## src/rtl/core/kps_pkg.sv

```systemverilog
`default_nettype none
package kps_pkg;

	// fixed geometry of the matrix and the remote decoder
	localparam int COLUMN_COUNT = 8;
	localparam int REMOTE_CODES = 15;

	localparam logic [7:0]  LINES_IDLE     = 8'hFF;
	localparam logic [15:0] DEBOUNCE_RESET = 16'd20;
	localparam logic [3:0]  SETTLE_RESET   = 4'd2;
	localparam logic [15:0] COUNT_MAX      = 16'hFFFF;

	// configuration register indexes
	localparam logic [3:0] REG_DEBOUNCE = 4'd0;
	localparam logic [3:0] REG_SETTLE   = 4'd1;

	// scan steps
	localparam logic [2:0] STEP_IDLE        = 3'd0;
	localparam logic [2:0] STEP_SETTLE_LOW  = 3'd1;
	localparam logic [2:0] STEP_DETECT      = 3'd2;
	localparam logic [2:0] STEP_DEBOUNCE    = 3'd3;
	localparam logic [2:0] STEP_CONFIRM     = 3'd4;
	localparam logic [2:0] STEP_SETTLE_HIGH = 3'd5;
	localparam logic [2:0] STEP_CLASSIFY    = 3'd6;
	localparam logic [2:0] STEP_RELEASE     = 3'd7;

	// row drive patterns, bit 0 row one, bit 1 row two
	localparam logic [1:0] ROWS_LOW      = 2'b00;
	localparam logic [1:0] ROWS_TWO_HIGH = 2'b10;

	localparam logic [3:0] REMOTE_TABLE [REMOTE_CODES] = '{
		4'h1, 4'h2, 4'h4, 4'hA, 4'hB, 4'h6, 4'h7, 4'hC,
		4'h9, 4'h3, 4'hE, 4'hD, 4'hF, 4'h8, 4'h5
	};

	typedef struct packed {
		logic [7:0] column_lines;
		logic [3:0] remote_nibble;
		logic       key_taken;
	} tick_t;

	typedef struct packed {
		logic       row_one_drive;
		logic       row_two_drive;
		logic       key_ready;
		logic [4:0] key_value;
		logic       key_from_remote;
	} key_t;

	typedef struct packed {
		logic [2:0]  scan_step;
		logic [15:0] wait_count;
		logic        held_flag;
		logic [4:0]  held_code;
		logic        held_source;
		logic [3:0]  captured_column;
		logic [1:0]  row_levels;
		logic        remote_lock;
		logic [15:0] remote_count;
	} state_t;

	// saturating tick counter
	function automatic logic [15:0] bump(input logic [15:0] v);
		return (v == COUNT_MAX) ? v : v + 16'd1;
	endfunction

	// column number 1..COLUMN_COUNT for a single low line, else 0
	function automatic logic [3:0] column_of(input logic [7:0] lines);
		logic [3:0] c;
		c = '0;
		for (int i = 0; i < COLUMN_COUNT; i++) begin
			if (lines == ~(8'd1 << i))
				c = 4'(i + 1);
		end
		return c;
	endfunction

	// remote nibble to code 1..15, 0 when not in the table
	function automatic logic [3:0] remote_code_of(input logic [3:0] nib);
		logic [3:0] c;
		c = '0;
		for (int i = 0; i < REMOTE_CODES; i++) begin
			if (nib == REMOTE_TABLE[i])
				c = 4'(i + 1);
		end
		return c;
	endfunction

endpackage
`default_nettype wire

```

## src/rtl/core/kps_tick_if.sv

```systemverilog
`default_nettype none
interface kps_tick_if;
	logic       valid;
	logic       ready;
	logic [7:0] column_lines;
	logic [3:0] remote_nibble;
	logic       key_taken;

	modport source (output valid, column_lines, remote_nibble, key_taken, input ready);
	modport sink   (input valid, column_lines, remote_nibble, key_taken, output ready);
endinterface
`default_nettype wire

```

## src/rtl/core/kps_key_if.sv

```systemverilog
`default_nettype none
interface kps_key_if;
	logic       valid;
	logic       ready;
	logic       row_one_drive;
	logic       row_two_drive;
	logic       key_ready;
	logic [4:0] key_value;
	logic       key_from_remote;

	modport source (output valid, row_one_drive, row_two_drive, key_ready, key_value,
		key_from_remote, input ready);
	modport sink   (input valid, row_one_drive, row_two_drive, key_ready, key_value,
		key_from_remote, output ready);
endinterface
`default_nettype wire

```

## src/rtl/core/kps_cfg_if.sv

```systemverilog
`default_nettype none
interface kps_cfg_if;
	logic        valid;
	logic        ready;
	logic [3:0]  index;
	logic [15:0] wdata;

	modport source (output valid, index, wdata, input ready);
	modport sink   (input valid, index, wdata, output ready);
endinterface
`default_nettype wire

```

## src/rtl/core/kps_step.sv

```systemverilog
`default_nettype none
module kps_step (
	input  kps_pkg::state_t cur,
	input  kps_pkg::tick_t  item,
	input  logic [15:0]     debounce,
	input  logic [3:0]      settle,
	output kps_pkg::state_t nxt
);
	import kps_pkg::*;

	logic        idle;
	logic [15:0] wc_inc;
	logic        settle_hit;
	logic [3:0]  col;
	logic [15:0] rc_inc;

	assign idle       = (item.column_lines == LINES_IDLE);
	assign wc_inc     = bump(cur.wait_count);
	assign settle_hit = (wc_inc >= {12'd0, settle});
	assign col        = column_of(item.column_lines);
	assign rc_inc     = bump(cur.remote_count);

	always_comb begin
		nxt = cur;
		if (item.key_taken) begin
			nxt.held_flag   = 1'b0;
			nxt.held_code   = '0;
			nxt.held_source = 1'b0;
		end

		if (!nxt.held_flag) begin
			unique case (cur.scan_step)
				STEP_IDLE: begin
					nxt.row_levels = ROWS_LOW;
					nxt.scan_step  = settle_hit ? STEP_DETECT : STEP_SETTLE_LOW;
					nxt.wait_count = settle_hit ? 16'd0 : wc_inc;
				end
				STEP_SETTLE_LOW: begin
					nxt.scan_step  = settle_hit ? STEP_DETECT : STEP_SETTLE_LOW;
					nxt.wait_count = settle_hit ? 16'd0 : wc_inc;
				end
				STEP_DETECT: begin
					nxt.scan_step = idle ? STEP_IDLE : STEP_DEBOUNCE;
				end
				STEP_DEBOUNCE: begin
					if (cur.wait_count >= debounce) begin
						nxt.wait_count = '0;
						nxt.scan_step  = STEP_CONFIRM;
					end else begin
						nxt.wait_count = wc_inc;
					end
				end
				STEP_CONFIRM: begin
					if (idle) begin
						nxt.scan_step = STEP_IDLE;
					end else begin
						nxt.captured_column = col;
						nxt.row_levels      = ROWS_TWO_HIGH;
						nxt.scan_step  = settle_hit ? STEP_CLASSIFY : STEP_SETTLE_HIGH;
						nxt.wait_count = settle_hit ? 16'd0 : wc_inc;
					end
				end
				STEP_SETTLE_HIGH: begin
					nxt.scan_step  = settle_hit ? STEP_CLASSIFY : STEP_SETTLE_HIGH;
					nxt.wait_count = settle_hit ? 16'd0 : wc_inc;
				end
				STEP_CLASSIFY: begin
					// a key still seen with row two high sits on row one
					if (!idle)
						nxt.held_code = {1'b0, col};
					else if (cur.captured_column != 4'd0)
						nxt.held_code = 5'd8 + {1'b0, cur.captured_column};
					else
						nxt.held_code = '0;
					nxt.held_source = 1'b0;
					nxt.held_flag   = 1'b1;
					nxt.row_levels  = ROWS_LOW;
					nxt.scan_step   = idle ? STEP_IDLE : STEP_RELEASE;
				end
				STEP_RELEASE: begin
					if (idle)
						nxt.scan_step = STEP_IDLE;
				end
			endcase

			if (!nxt.held_flag) begin
				if (item.remote_nibble == 4'd0) begin
					nxt.remote_lock  = 1'b0;
					nxt.remote_count = '0;
				end else if (!cur.remote_lock) begin
					nxt.remote_count = rc_inc;
					if (rc_inc >= debounce) begin
						nxt.remote_lock = 1'b1;
						nxt.held_flag   = 1'b1;
						nxt.held_code   = {1'b0, remote_code_of(item.remote_nibble)};
						nxt.held_source = 1'b1;
					end
				end
			end
		end
	end
endmodule
`default_nettype wire

```

## src/rtl/core/matrix_keypad_remote_scanner.sv

```systemverilog
// Keypad and remote-code scanner, one word per 1 ms tick.
// tick (sink): column levels (active low), remote nibble, key_taken flag.
// key (source): one word per tick word - row drive levels, key_ready,
//   key_value and key_from_remote as they stand after that tick.
// cfg (sink): index 0 debounce ticks, index 1 settle ticks; other indexes
//   are dropped. Always ready; write only while the block is idle.
// Path: an accepted tick word is registered in the input stage, and its key
//   word is then registered in the output stage.
//   Throughput: one word per cycle while key.ready does not stall, set by the
//   single registered next-state pass between the input and output stages.
// Stall: while key.ready is low the output word holds; one more tick word
//   may wait in the input stage, then tick.ready drops.
// Reset (arst_n low): scan at idle step, counters zero, nothing held,
//   rows low, debounce 20, settle 2; both pipeline stages empty.
`default_nettype none
module matrix_keypad_remote_scanner (
	input  wire     clk,
	input  wire     arst_n,
	kps_tick_if.sink   tick,
	kps_key_if.source  key,
	kps_cfg_if.sink    cfg
);
	import kps_pkg::*;

	// input stage
	tick_t       tick_s1;
	logic        valid_s1;
	// scan / hold state, updated as a word leaves stage 1
	state_t      state_q;
	state_t      state_next;
	// output stage
	key_t        key_s2;
	logic        valid_s2;
	// config
	logic [15:0] debounce_q;
	logic [3:0]  settle_q;

	logic        advance;

	assign advance    = valid_s1 && (!valid_s2 || key.ready);
	assign tick.ready = !valid_s1 || advance;
	assign cfg.ready  = 1'b1;

	always_ff @(posedge clk or negedge arst_n) begin
		if (!arst_n) begin
			debounce_q <= DEBOUNCE_RESET;
			settle_q   <= SETTLE_RESET;
		end else if (cfg.valid) begin
			unique case (cfg.index)
				REG_DEBOUNCE: debounce_q <= cfg.wdata;
				REG_SETTLE:   settle_q   <= cfg.wdata[3:0];
				default: ;
			endcase
		end
	end

	// stage 1 holds the accepted tick word
	always_ff @(posedge clk or negedge arst_n) begin
		if (!arst_n) begin
			valid_s1 <= 1'b0;
		end else if (tick.ready) begin
			valid_s1 <= tick.valid;
		end
	end

	always_ff @(posedge clk) begin
		if (tick.valid && tick.ready) begin
			tick_s1.column_lines  <= tick.column_lines;
			tick_s1.remote_nibble <= tick.remote_nibble;
			tick_s1.key_taken     <= tick.key_taken;
		end
	end

	kps_step u_step (
		.cur      (state_q),
		.item     (tick_s1),
		.debounce (debounce_q),
		.settle   (settle_q),
		.nxt      (state_next)
	);

	always_ff @(posedge clk or negedge arst_n) begin
		if (!arst_n) begin
			state_q <= '0;
		end else if (advance) begin
			state_q <= state_next;
		end
	end

	// stage 2: result word
	always_ff @(posedge clk or negedge arst_n) begin
		if (!arst_n) begin
			valid_s2 <= 1'b0;
		end else if (advance) begin
			valid_s2 <= 1'b1;
		end else if (key.ready) begin
			valid_s2 <= 1'b0;
		end
	end

	always_ff @(posedge clk) begin
		if (advance) begin
			key_s2.row_one_drive   <= state_next.row_levels[0];
			key_s2.row_two_drive   <= state_next.row_levels[1];
			key_s2.key_ready       <= state_next.held_flag;
			key_s2.key_value       <= state_next.held_code;
			key_s2.key_from_remote <= state_next.held_source;
		end
	end

	assign key.valid           = valid_s2;
	assign key.row_one_drive   = key_s2.row_one_drive;
	assign key.row_two_drive   = key_s2.row_two_drive;
	assign key.key_ready       = key_s2.key_ready;
	assign key.key_value       = key_s2.key_value;
	assign key.key_from_remote = key_s2.key_from_remote;

`ifndef SYNTH
	// nothing held means a clean code and source
	a_idle_code: assert property (@(posedge clk) disable iff (!arst_n)
		key.valid && !key.key_ready |-> key.key_value == 5'd0 && !key.key_from_remote)
		else $error("code shown without a held key");

	// row one is never driven high
	a_row_one: assert property (@(posedge clk) disable iff (!arst_n)
		key.valid |-> !key.row_one_drive)
		else $error("row one driven high");

	// a held key that is not taken freezes the scan
	a_hold_freeze: assert property (@(posedge clk) disable iff (!arst_n)
		advance && state_q.held_flag && !tick_s1.key_taken |=>
			$stable(state_q.scan_step) && $stable(state_q.wait_count))
		else $error("scan moved while a key was held");

	// remote codes stay within the table range
	a_remote_range: assert property (@(posedge clk) disable iff (!arst_n)
		key.valid && key.key_from_remote |-> key.key_value <= 5'd15)
		else $error("remote code out of range");
`endif
endmodule
`default_nettype wire
```

## src/flat_wrapper.sv

```systemverilog
// flat-port wrapper written by rule: the top's interface ports become plain ports
module matrix_keypad_remote_scanner_flat import kps_pkg::*;
  (clk, arst_n, tick_valid, tick_column_lines, tick_remote_nibble, tick_key_taken, tick_ready, key_valid, key_row_one_drive, key_row_two_drive, key_key_ready, key_key_value, key_key_from_remote, key_ready, cfg_valid, cfg_index, cfg_wdata, cfg_ready);
  kps_tick_if tick_i ();
  kps_key_if key_i ();
  kps_cfg_if cfg_i ();
  input  wire clk;
  input  wire arst_n;
  input wire logic [$bits(tick_i.valid)-1:0] tick_valid;
  input wire logic [$bits(tick_i.column_lines)-1:0] tick_column_lines;
  input wire logic [$bits(tick_i.remote_nibble)-1:0] tick_remote_nibble;
  input wire logic [$bits(tick_i.key_taken)-1:0] tick_key_taken;
  output wire logic [$bits(tick_i.ready)-1:0] tick_ready;
  output wire logic [$bits(key_i.valid)-1:0] key_valid;
  output wire logic [$bits(key_i.row_one_drive)-1:0] key_row_one_drive;
  output wire logic [$bits(key_i.row_two_drive)-1:0] key_row_two_drive;
  output wire logic [$bits(key_i.key_ready)-1:0] key_key_ready;
  output wire logic [$bits(key_i.key_value)-1:0] key_key_value;
  output wire logic [$bits(key_i.key_from_remote)-1:0] key_key_from_remote;
  input wire logic [$bits(key_i.ready)-1:0] key_ready;
  input wire logic [$bits(cfg_i.valid)-1:0] cfg_valid;
  input wire logic [$bits(cfg_i.index)-1:0] cfg_index;
  input wire logic [$bits(cfg_i.wdata)-1:0] cfg_wdata;
  output wire logic [$bits(cfg_i.ready)-1:0] cfg_ready;
  assign tick_i.valid = tick_valid;
  assign tick_i.column_lines = tick_column_lines;
  assign tick_i.remote_nibble = tick_remote_nibble;
  assign tick_i.key_taken = tick_key_taken;
  assign tick_ready = tick_i.ready;
  assign key_valid = key_i.valid;
  assign key_row_one_drive = key_i.row_one_drive;
  assign key_row_two_drive = key_i.row_two_drive;
  assign key_key_ready = key_i.key_ready;
  assign key_key_value = key_i.key_value;
  assign key_key_from_remote = key_i.key_from_remote;
  assign key_i.ready = key_ready;
  assign cfg_i.valid = cfg_valid;
  assign cfg_i.index = cfg_index;
  assign cfg_i.wdata = cfg_wdata;
  assign cfg_ready = cfg_i.ready;
  matrix_keypad_remote_scanner u_core (.clk(clk), .arst_n(arst_n), .tick(tick_i), .key(key_i), .cfg(cfg_i));
endmodule
```

## config.mk

```make
export PLATFORM = sky130hd
export DESIGN_NAME = matrix_keypad_remote_scanner_flat
export DESIGN_NICKNAME = d
export VERILOG_FILES = /design/src/rtl/core/kps_pkg.sv /design/src/rtl/core/kps_tick_if.sv /design/src/rtl/core/kps_key_if.sv /design/src/rtl/core/kps_cfg_if.sv /design/src/rtl/core/kps_step.sv /design/src/rtl/core/matrix_keypad_remote_scanner.sv /design/src/flat_wrapper.sv
export SDC_FILE = /design/constraint.sdc
export NUM_CORES = 1
export LEC_CHECK = 0
export BUFFER_PORTS_ARGS = -buffer_cell sky130_fd_sc_hd__buf_2
export CAP_MARGIN = 20
export CORE_ASPECT_RATIO = 1.4
export CORE_MARGIN = 2
export CORE_UTILIZATION = 45
export CTS_BUF_LIST = sky130_fd_sc_hd__clkbuf_8
export DETAILED_ROUTE_END_ITERATION = 6
export SLEW_MARGIN = 0
export SYNTH_ARGS = -nofsm -noshare
export SYNTH_HDL_FRONTEND = slang
export SYNTH_SLANG_ARGS = --single-unit
export TNS_END_PERCENT = 30
```

## constraint.sdc

```tcl
create_clock -name clk -period 6.9 [get_ports clk]
set_clock_uncertainty 0.05 [all_clocks]
set_input_delay 0.345 -clock clk [delete_from_list [all_inputs] [get_ports clk]]
set_output_delay 0.345 -clock clk [all_outputs]
set_load 0.01 [all_outputs]
```

-- Word-level counts from Yosys, hierarchy flattened
Cells that the tools add are included.
- bits in registers: 93
- word-level logic and storage cells: 146
- reductions and logical operators: 22
- multiplexer cells: 56
- equality and inequality tests: 38
- add/sub/neg operators: 3
- bitwise gates (word level): 3
- magnitude comparators: 3
- operator list (operator ; count):
    $mux 4 ; 22
    $mux 16 ; 5
    $eq 8x8->1 const B ; 8
    $mux 17 ; 3
    $mux 7 ; 7
    $pmux 16 s3 ; 1
    $add 16x1->16 const B ; 2
    $eq 16x16->1 const B ; 2
    $eq 4x4->1 const B ; 8
    $ge 16x16->1 ; 2
    $mux 30 ; 1
    $pmux 3 s7 ; 1
    $eq 4x3->1 const B ; 4
    $ge 16x4->1 ; 1
    $reduce_and 4->1 ; 4
    $eq 3x3->1 const B ; 4
    $mux 3 ; 4
    $mux 5 ; 2
    $eq 4x1->1 const B ; 2
    $eq 4x2->1 const B ; 2
    $eq 8x7->1 const B ; 1
    $logic_not 4->1 ; 2
    $ne 2x2->1 const B ; 4
    $eq 3x2->1 const B ; 2
    18 further kinds ; 31

-- Depth between registers and ports, before layout
- word-level depth: 21
- depth in mapped cells: 15
- depth with buffers taken out: 14

-- By module
A second synthesis with hierarchy kept.
- cells, all modules: 653
- area total of the unflattened synthesis: 6376.1 um2
- by module, submodules not included (module ; area each (um2) ; cells an instance ; instances ; seq. area each (um2)):
    matrix_keypad_remote_scanner ; 3369.5 ; 180 ; 1 ; 2441.1
    kps_step ; 3006.6 ; 473 ; 1 ; 0.0

-- Worst setup path after synthesis
No wires, ideal clock.
- kind: reg-to-reg
- start: register u_core.state_q[3] in the netlist's numbering
- end: register, netlist name u_core.key.key_value[1]
- library setup time: 0.265 ns
- cell stages (with the launch flop): 14
- setup slack: 3.193 ns
- arrival: 3.392 ns
- period minus slack after synthesis: 3.707 ns
- cell sequence: dfrtp_1 clkbuf_1 and4_1 and4_1 nand4_1 nor2_1 mux2_2 ha_1 nand4_1 nor3_1 o211ai_1 o21ai_1 mux2i_1 o22ai_1
- RTL lines (item ; line ; RTL):
    from (decl) ; matrix_keypad_remote_scanner.sv:29 ; state_t state_q;
    from (signal assigned) ; matrix_keypad_remote_scanner.sv:86 ; state_q <= state_next;

==> results.txt <==
----------------------------------------------------
[Status]
  Outcome ... completed

[Final layout]
  Final Cell Area ... 6420 µm²
  Net total in the final layout ... 747
  Synthesis-to-finish area growth ... 9.77%
  Sequential cell area ... 2440 µm²
  Diode count ... 0
  Share of cells above drive strength 1 ... 0.141
  Number of filler cells placed in the layout ... 1,197
  Multi-input combinational cell area ... 3180 µm²

[Timing]
  Count of endpoints failing hold in the final timing report ... 0
  Relative slew slack ... 0.358
  Fmax ... 0.240 GHz
  Total Negative Setup Slacks ... 0 ps
  Count of pins over their slew limit ... 0
  Final worst path period share ... 0.604
  Transition time at the pin with the least slew margin ... 963 ps
  RSZ-0062 raised after global routing ... false
  Time the final worst path needs with I/O delays and setup ... 4170 ps
  Final setup fails ... 0

[CTS]
  Hold bufs inserted after CTS ... 0
  CTS tree ... built
  # clock sinks ... 93
  Number of buffers created by CTS ... 9
  Number of gates resized after CTS ... 0
  Cell at the root of the clock tree ... sky130_fd_sc_hd__clkbuf_8
  Clock slew seen by the registers of the worst setup and hold paths ... 90 ps
  Setup Fix Bufs, Post-CTS ... 0
  H-tree levels ... 3
  Bufs on Longest Clock Path ... 2
  Worst-skew pair later-pin latency ... 370 ps

[Yosys]
  Synth unique cells ... 62
  Area leader, netlist ... sky130_fd_sc_hd__dfrtp_1
  Primary FF master, synth ... sky130_fd_sc_hd__dfrtp_1
  Synth warn ... 0
  Sequential-to-total area share from yosys stat ... 0.417
  Number of enable flip-flop cells after synthesis ... 22
  Leading post-synthesis cells by cell area ... sky130_fd_sc_hd__dfrtp_1 29%, sky130_fd_sc_hd__edfxtp_1 11%, sky130_fd_sc_hd__ha_1 8.1%
  Register bit total from synthesis ... 93
  Mean post-synth cell area ... 9.21 µm²
  Share of flip-flops with an asynchronous set or reset after synthesis ... 0.763
  Area of the mapped netlist ... 5850 µm²
  Syn nets ... 711
  Synth Instances ... 635
  Fraction of synthesized cell area taken by the top area cell type ... 0.291

[Route]
  Detail Route Antenna Nets ... 0
  First-pass DRT Iterations ... 4
  Via count ... 4,835
  Iteration-0 DRC Markers ... 253
  Via density ... 5.83
  Post-detailed-route DRC marker count ... 0
  Final routed wirelength across all metal layers ... 13,500 µm
  Routed wirelength normalized by instance count ... 16.3 µm

[Setup path]
  Element type at the critical path end ... flip-flop
  Worst setup path class ... reg -> reg
  Data required time at the worst endpoint ... 6960 ps
  Source of the worst register-to-register timing path ... u_core.state_q[3]
  Maximum fanout count along the critical path ... 9
  Flop-to-flop setup slack ... 2730 ps
  CP startpoint kind ... flip-flop
  R2R Path End ... u_core.key.key_value[0]
  Path depth of the worst reg2reg path ... 12
  Worst EP arrival ... 4230 ps

[GRT]
  All-Layer GR Usage ... 0.205
  Met3 layer usage reported by global route ... 0.0237
  Global route hottest layer ... met2
  Initial antenna violation count ... 0
  Largest net degree at the start of global routing ... 72
  Met1 GRT Util ... 0.273
  Final global-route overflow total ... 0
  First-pass GRT wire length ... 23,100 µm
  Vias in the first global route ... 4,742
  GR Layer Usage met2 ... 0.348

[Floorplanning]
  Height of the die ... 139 µm
  Count of standard-cell rows ... 49
  Die Footprint ... 13,900 µm²
  Std-Cell Core Area ... 12,800 µm²
  Number of top-level pins ... 50
  Die W ... 100 µm
  Starting Density ... 0.459

[Hold path]
  Worst Hold Endpoint ... u_core.tick_s1[10]
  Class of the tightest hold or removal check ... in -> reg
  Instance count along the most critical hold path ... 1
  Startpoint of the worst hold path ... tick_column_lines[5]

[Pwr]
  Power density over the cells ... 258 nW/µm²
  Post-layout total power ... 1.66 mW
  Largest vdd supply drop ... 0.109 mV
  Pleak ... 2.82 nW

[Run]
  Max-capacitance violation count ... 0

[Place]
  Routability cong. ... 0.879
  Port buffer count ... 48
  Post-Place Cell Area ... 6220 µm²
  Half-perimeter wire length of the detailed placement result ... 9970 µm

----------------------------------------------------
cells in the mapped netlist (12+ instances only):
cell type	instances
sky130_fd_sc_hd__nand2_1	75
sky130_fd_sc_hd__dfrtp_1	68
sky130_fd_sc_hd__o21ai_0	43
sky130_fd_sc_hd__a21oi_1	42
sky130_fd_sc_hd__ha_1	38
sky130_fd_sc_hd__inv_1	32
sky130_fd_sc_hd__nand3_1	28
sky130_fd_sc_hd__nor2_1	26
sky130_fd_sc_hd__clkbuf_1	22
sky130_fd_sc_hd__edfxtp_1	22
sky130_fd_sc_hd__a31oi_1	19
sky130_fd_sc_hd__xnor2_1	18
sky130_fd_sc_hd__nand2b_1	16
sky130_fd_sc_hd__nand4_1	15
sky130_fd_sc_hd__mux2_2	13
sky130_fd_sc_hd__nor3_1	13
sky130_fd_sc_hd__xor2_1	12
cell usage in the layout (no fill, tap or decap), types with 4 or more instances in the layout:
cell type,count
sky130_fd_sc_hd__a21oi_1,42
sky130_fd_sc_hd__buf_4,6
sky130_fd_sc_hd__inv_1,33
sky130_fd_sc_hd__and3_1,8
sky130_fd_sc_hd__mux2_2,13
sky130_fd_sc_hd__nor2b_1,6
sky130_fd_sc_hd__xor2_1,12
sky130_fd_sc_hd__nand3_1,28
sky130_fd_sc_hd__ha_1,38
sky130_fd_sc_hd__o211ai_1,5
sky130_fd_sc_hd__o22ai_1,7
sky130_fd_sc_hd__nand4_1,15
sky130_fd_sc_hd__a31oi_1,19
sky130_fd_sc_hd__dfrtp_1,68
sky130_fd_sc_hd__nand2b_1,16
sky130_fd_sc_hd__a21o_1,10
sky130_fd_sc_hd__nor3_1,13
sky130_fd_sc_hd__buf_2,48
sky130_fd_sc_hd__a211oi_1,4
sky130_fd_sc_hd__o31ai_1,5
sky130_fd_sc_hd__mux2i_1,11
sky130_fd_sc_hd__and2_1,7
sky130_fd_sc_hd__o21ai_0,43
sky130_fd_sc_hd__nor4_1,7
sky130_fd_sc_hd__clkbuf_8,11
sky130_fd_sc_hd__xnor2_1,18
sky130_fd_sc_hd__a22o_1,6
sky130_fd_sc_hd__edfxtp_1,22
sky130_fd_sc_hd__nor2_1,26
sky130_fd_sc_hd__nand2_1,75
how the worst max path moves through the flow:
stage,from,end,slack (ps),cells past startpoint
after detailed placement,u_core.state_q[3],u_core.key.key_value[3],2720,12
after CTS,u_core.state_q[3],u_core.key.key_value[3],2700,12
final,u_core.state_q[3],u_core.key.key_value[0],2730,12
after global routing,u_core.state_q[3],u_core.key.key_value[3],2360,13
after global placement,u_core.state_q[3],u_core.key.key_value[1],2840,12
after floorplan,u_core.state_q[3],u_core.key.key_value[1],3190,13
report_power, final:
group	internal (mW)	leakage, nW	total [mW]	switching, mW
Clock	0.185	0.108	0.381	0.196
Sequential	0.659	1.13	0.742	0.0836
Combinational	0.216	1.59	0.536	0.320
through the flow:
| stage | hold slack [ps] | utilization | cells | worst slack [ps] |
|---|---|---|---|---|
| 4_1_cts | 74.4 | 0.504 | 829 | 2700 |
| 3_5_place_dp | 416 | 0.488 | 813 | 2720 |
| 3_3_place_gp | 409 | 0.488 | 813 | 2840 |
| 5_1_grt | 77.8 | 0.504 | 829 | 2360 |
| 6_report | 89.5 | 0.504 | 829 | 2730 |
| 2_1_floorplan | -0.591 | - | 635 | 3190 |
metal layers:
metal | vias to the layer above | share of wire
met1 | 2328 | 0.46
met5 | - | 0
met2 | 94 | 0.50
met3 | 12 | 0.029
li1 | 2401 | -
met4 | 0 | 0.015
final cells by class:
| cell class | count | area share |
|---|---|---|
| tap | 153 | 0.0298 |
| clock inverter | 5 | 0.00799 |
| inverter | 33 | 0.0193 |
| clock buffer | 11 | 0.0236 |
| sequential | 93 | 0.380 |
| timing repair buffer | 54 | 0.0444 |
| multi-input combinational | 480 | 0.495 |
registers in the layout, summed over array words and instances, names as in the netlist, 4 cells and up:
name	flops
u_core.tick_s1	13
u_core.debounce_q	16
u_core.state_q	49
u_core.settle_q	4
u_core.key.key_value	5
worst max-delay path, cell delays in order (launching register included):
cell and delay [ps]:
sky130_fd_sc_hd__dfrtp_1 500, sky130_fd_sc_hd__and4_1 340, sky130_fd_sc_hd__and4_1 300, sky130_fd_sc_hd__nand4_1 240
sky130_fd_sc_hd__nor2_1 200, sky130_fd_sc_hd__mux2_2 360, sky130_fd_sc_hd__ha_1 310, sky130_fd_sc_hd__nand4_1 170
sky130_fd_sc_hd__nor3_1 250, sky130_fd_sc_hd__o211ai_1 120, sky130_fd_sc_hd__o21ai_1 630, sky130_fd_sc_hd__mux2i_1 320
sky130_fd_sc_hd__o31ai_1 100
cell families (layout without fill, tap and decap cells):
logic type / count (synthesis) / after routing / synth area share
other: 1 / 1 / 0.000641
AO/OA/AOI/OAI: 168 / 168 / 0.181
XOR/XNOR: 30 / 30 / 0.0449
flip-flops: 93 / 93 / 0.417
AND/OR/NAND/NOR: 219 / 219 / 0.190
multiplexers: 24 / 24 / 0.0438
adder cells (fa/ha/maj): 38 / 38 / 0.0813
buffers and inverters: 62 / 103 / 0.0417
Power figures use the tool's default switching activity.
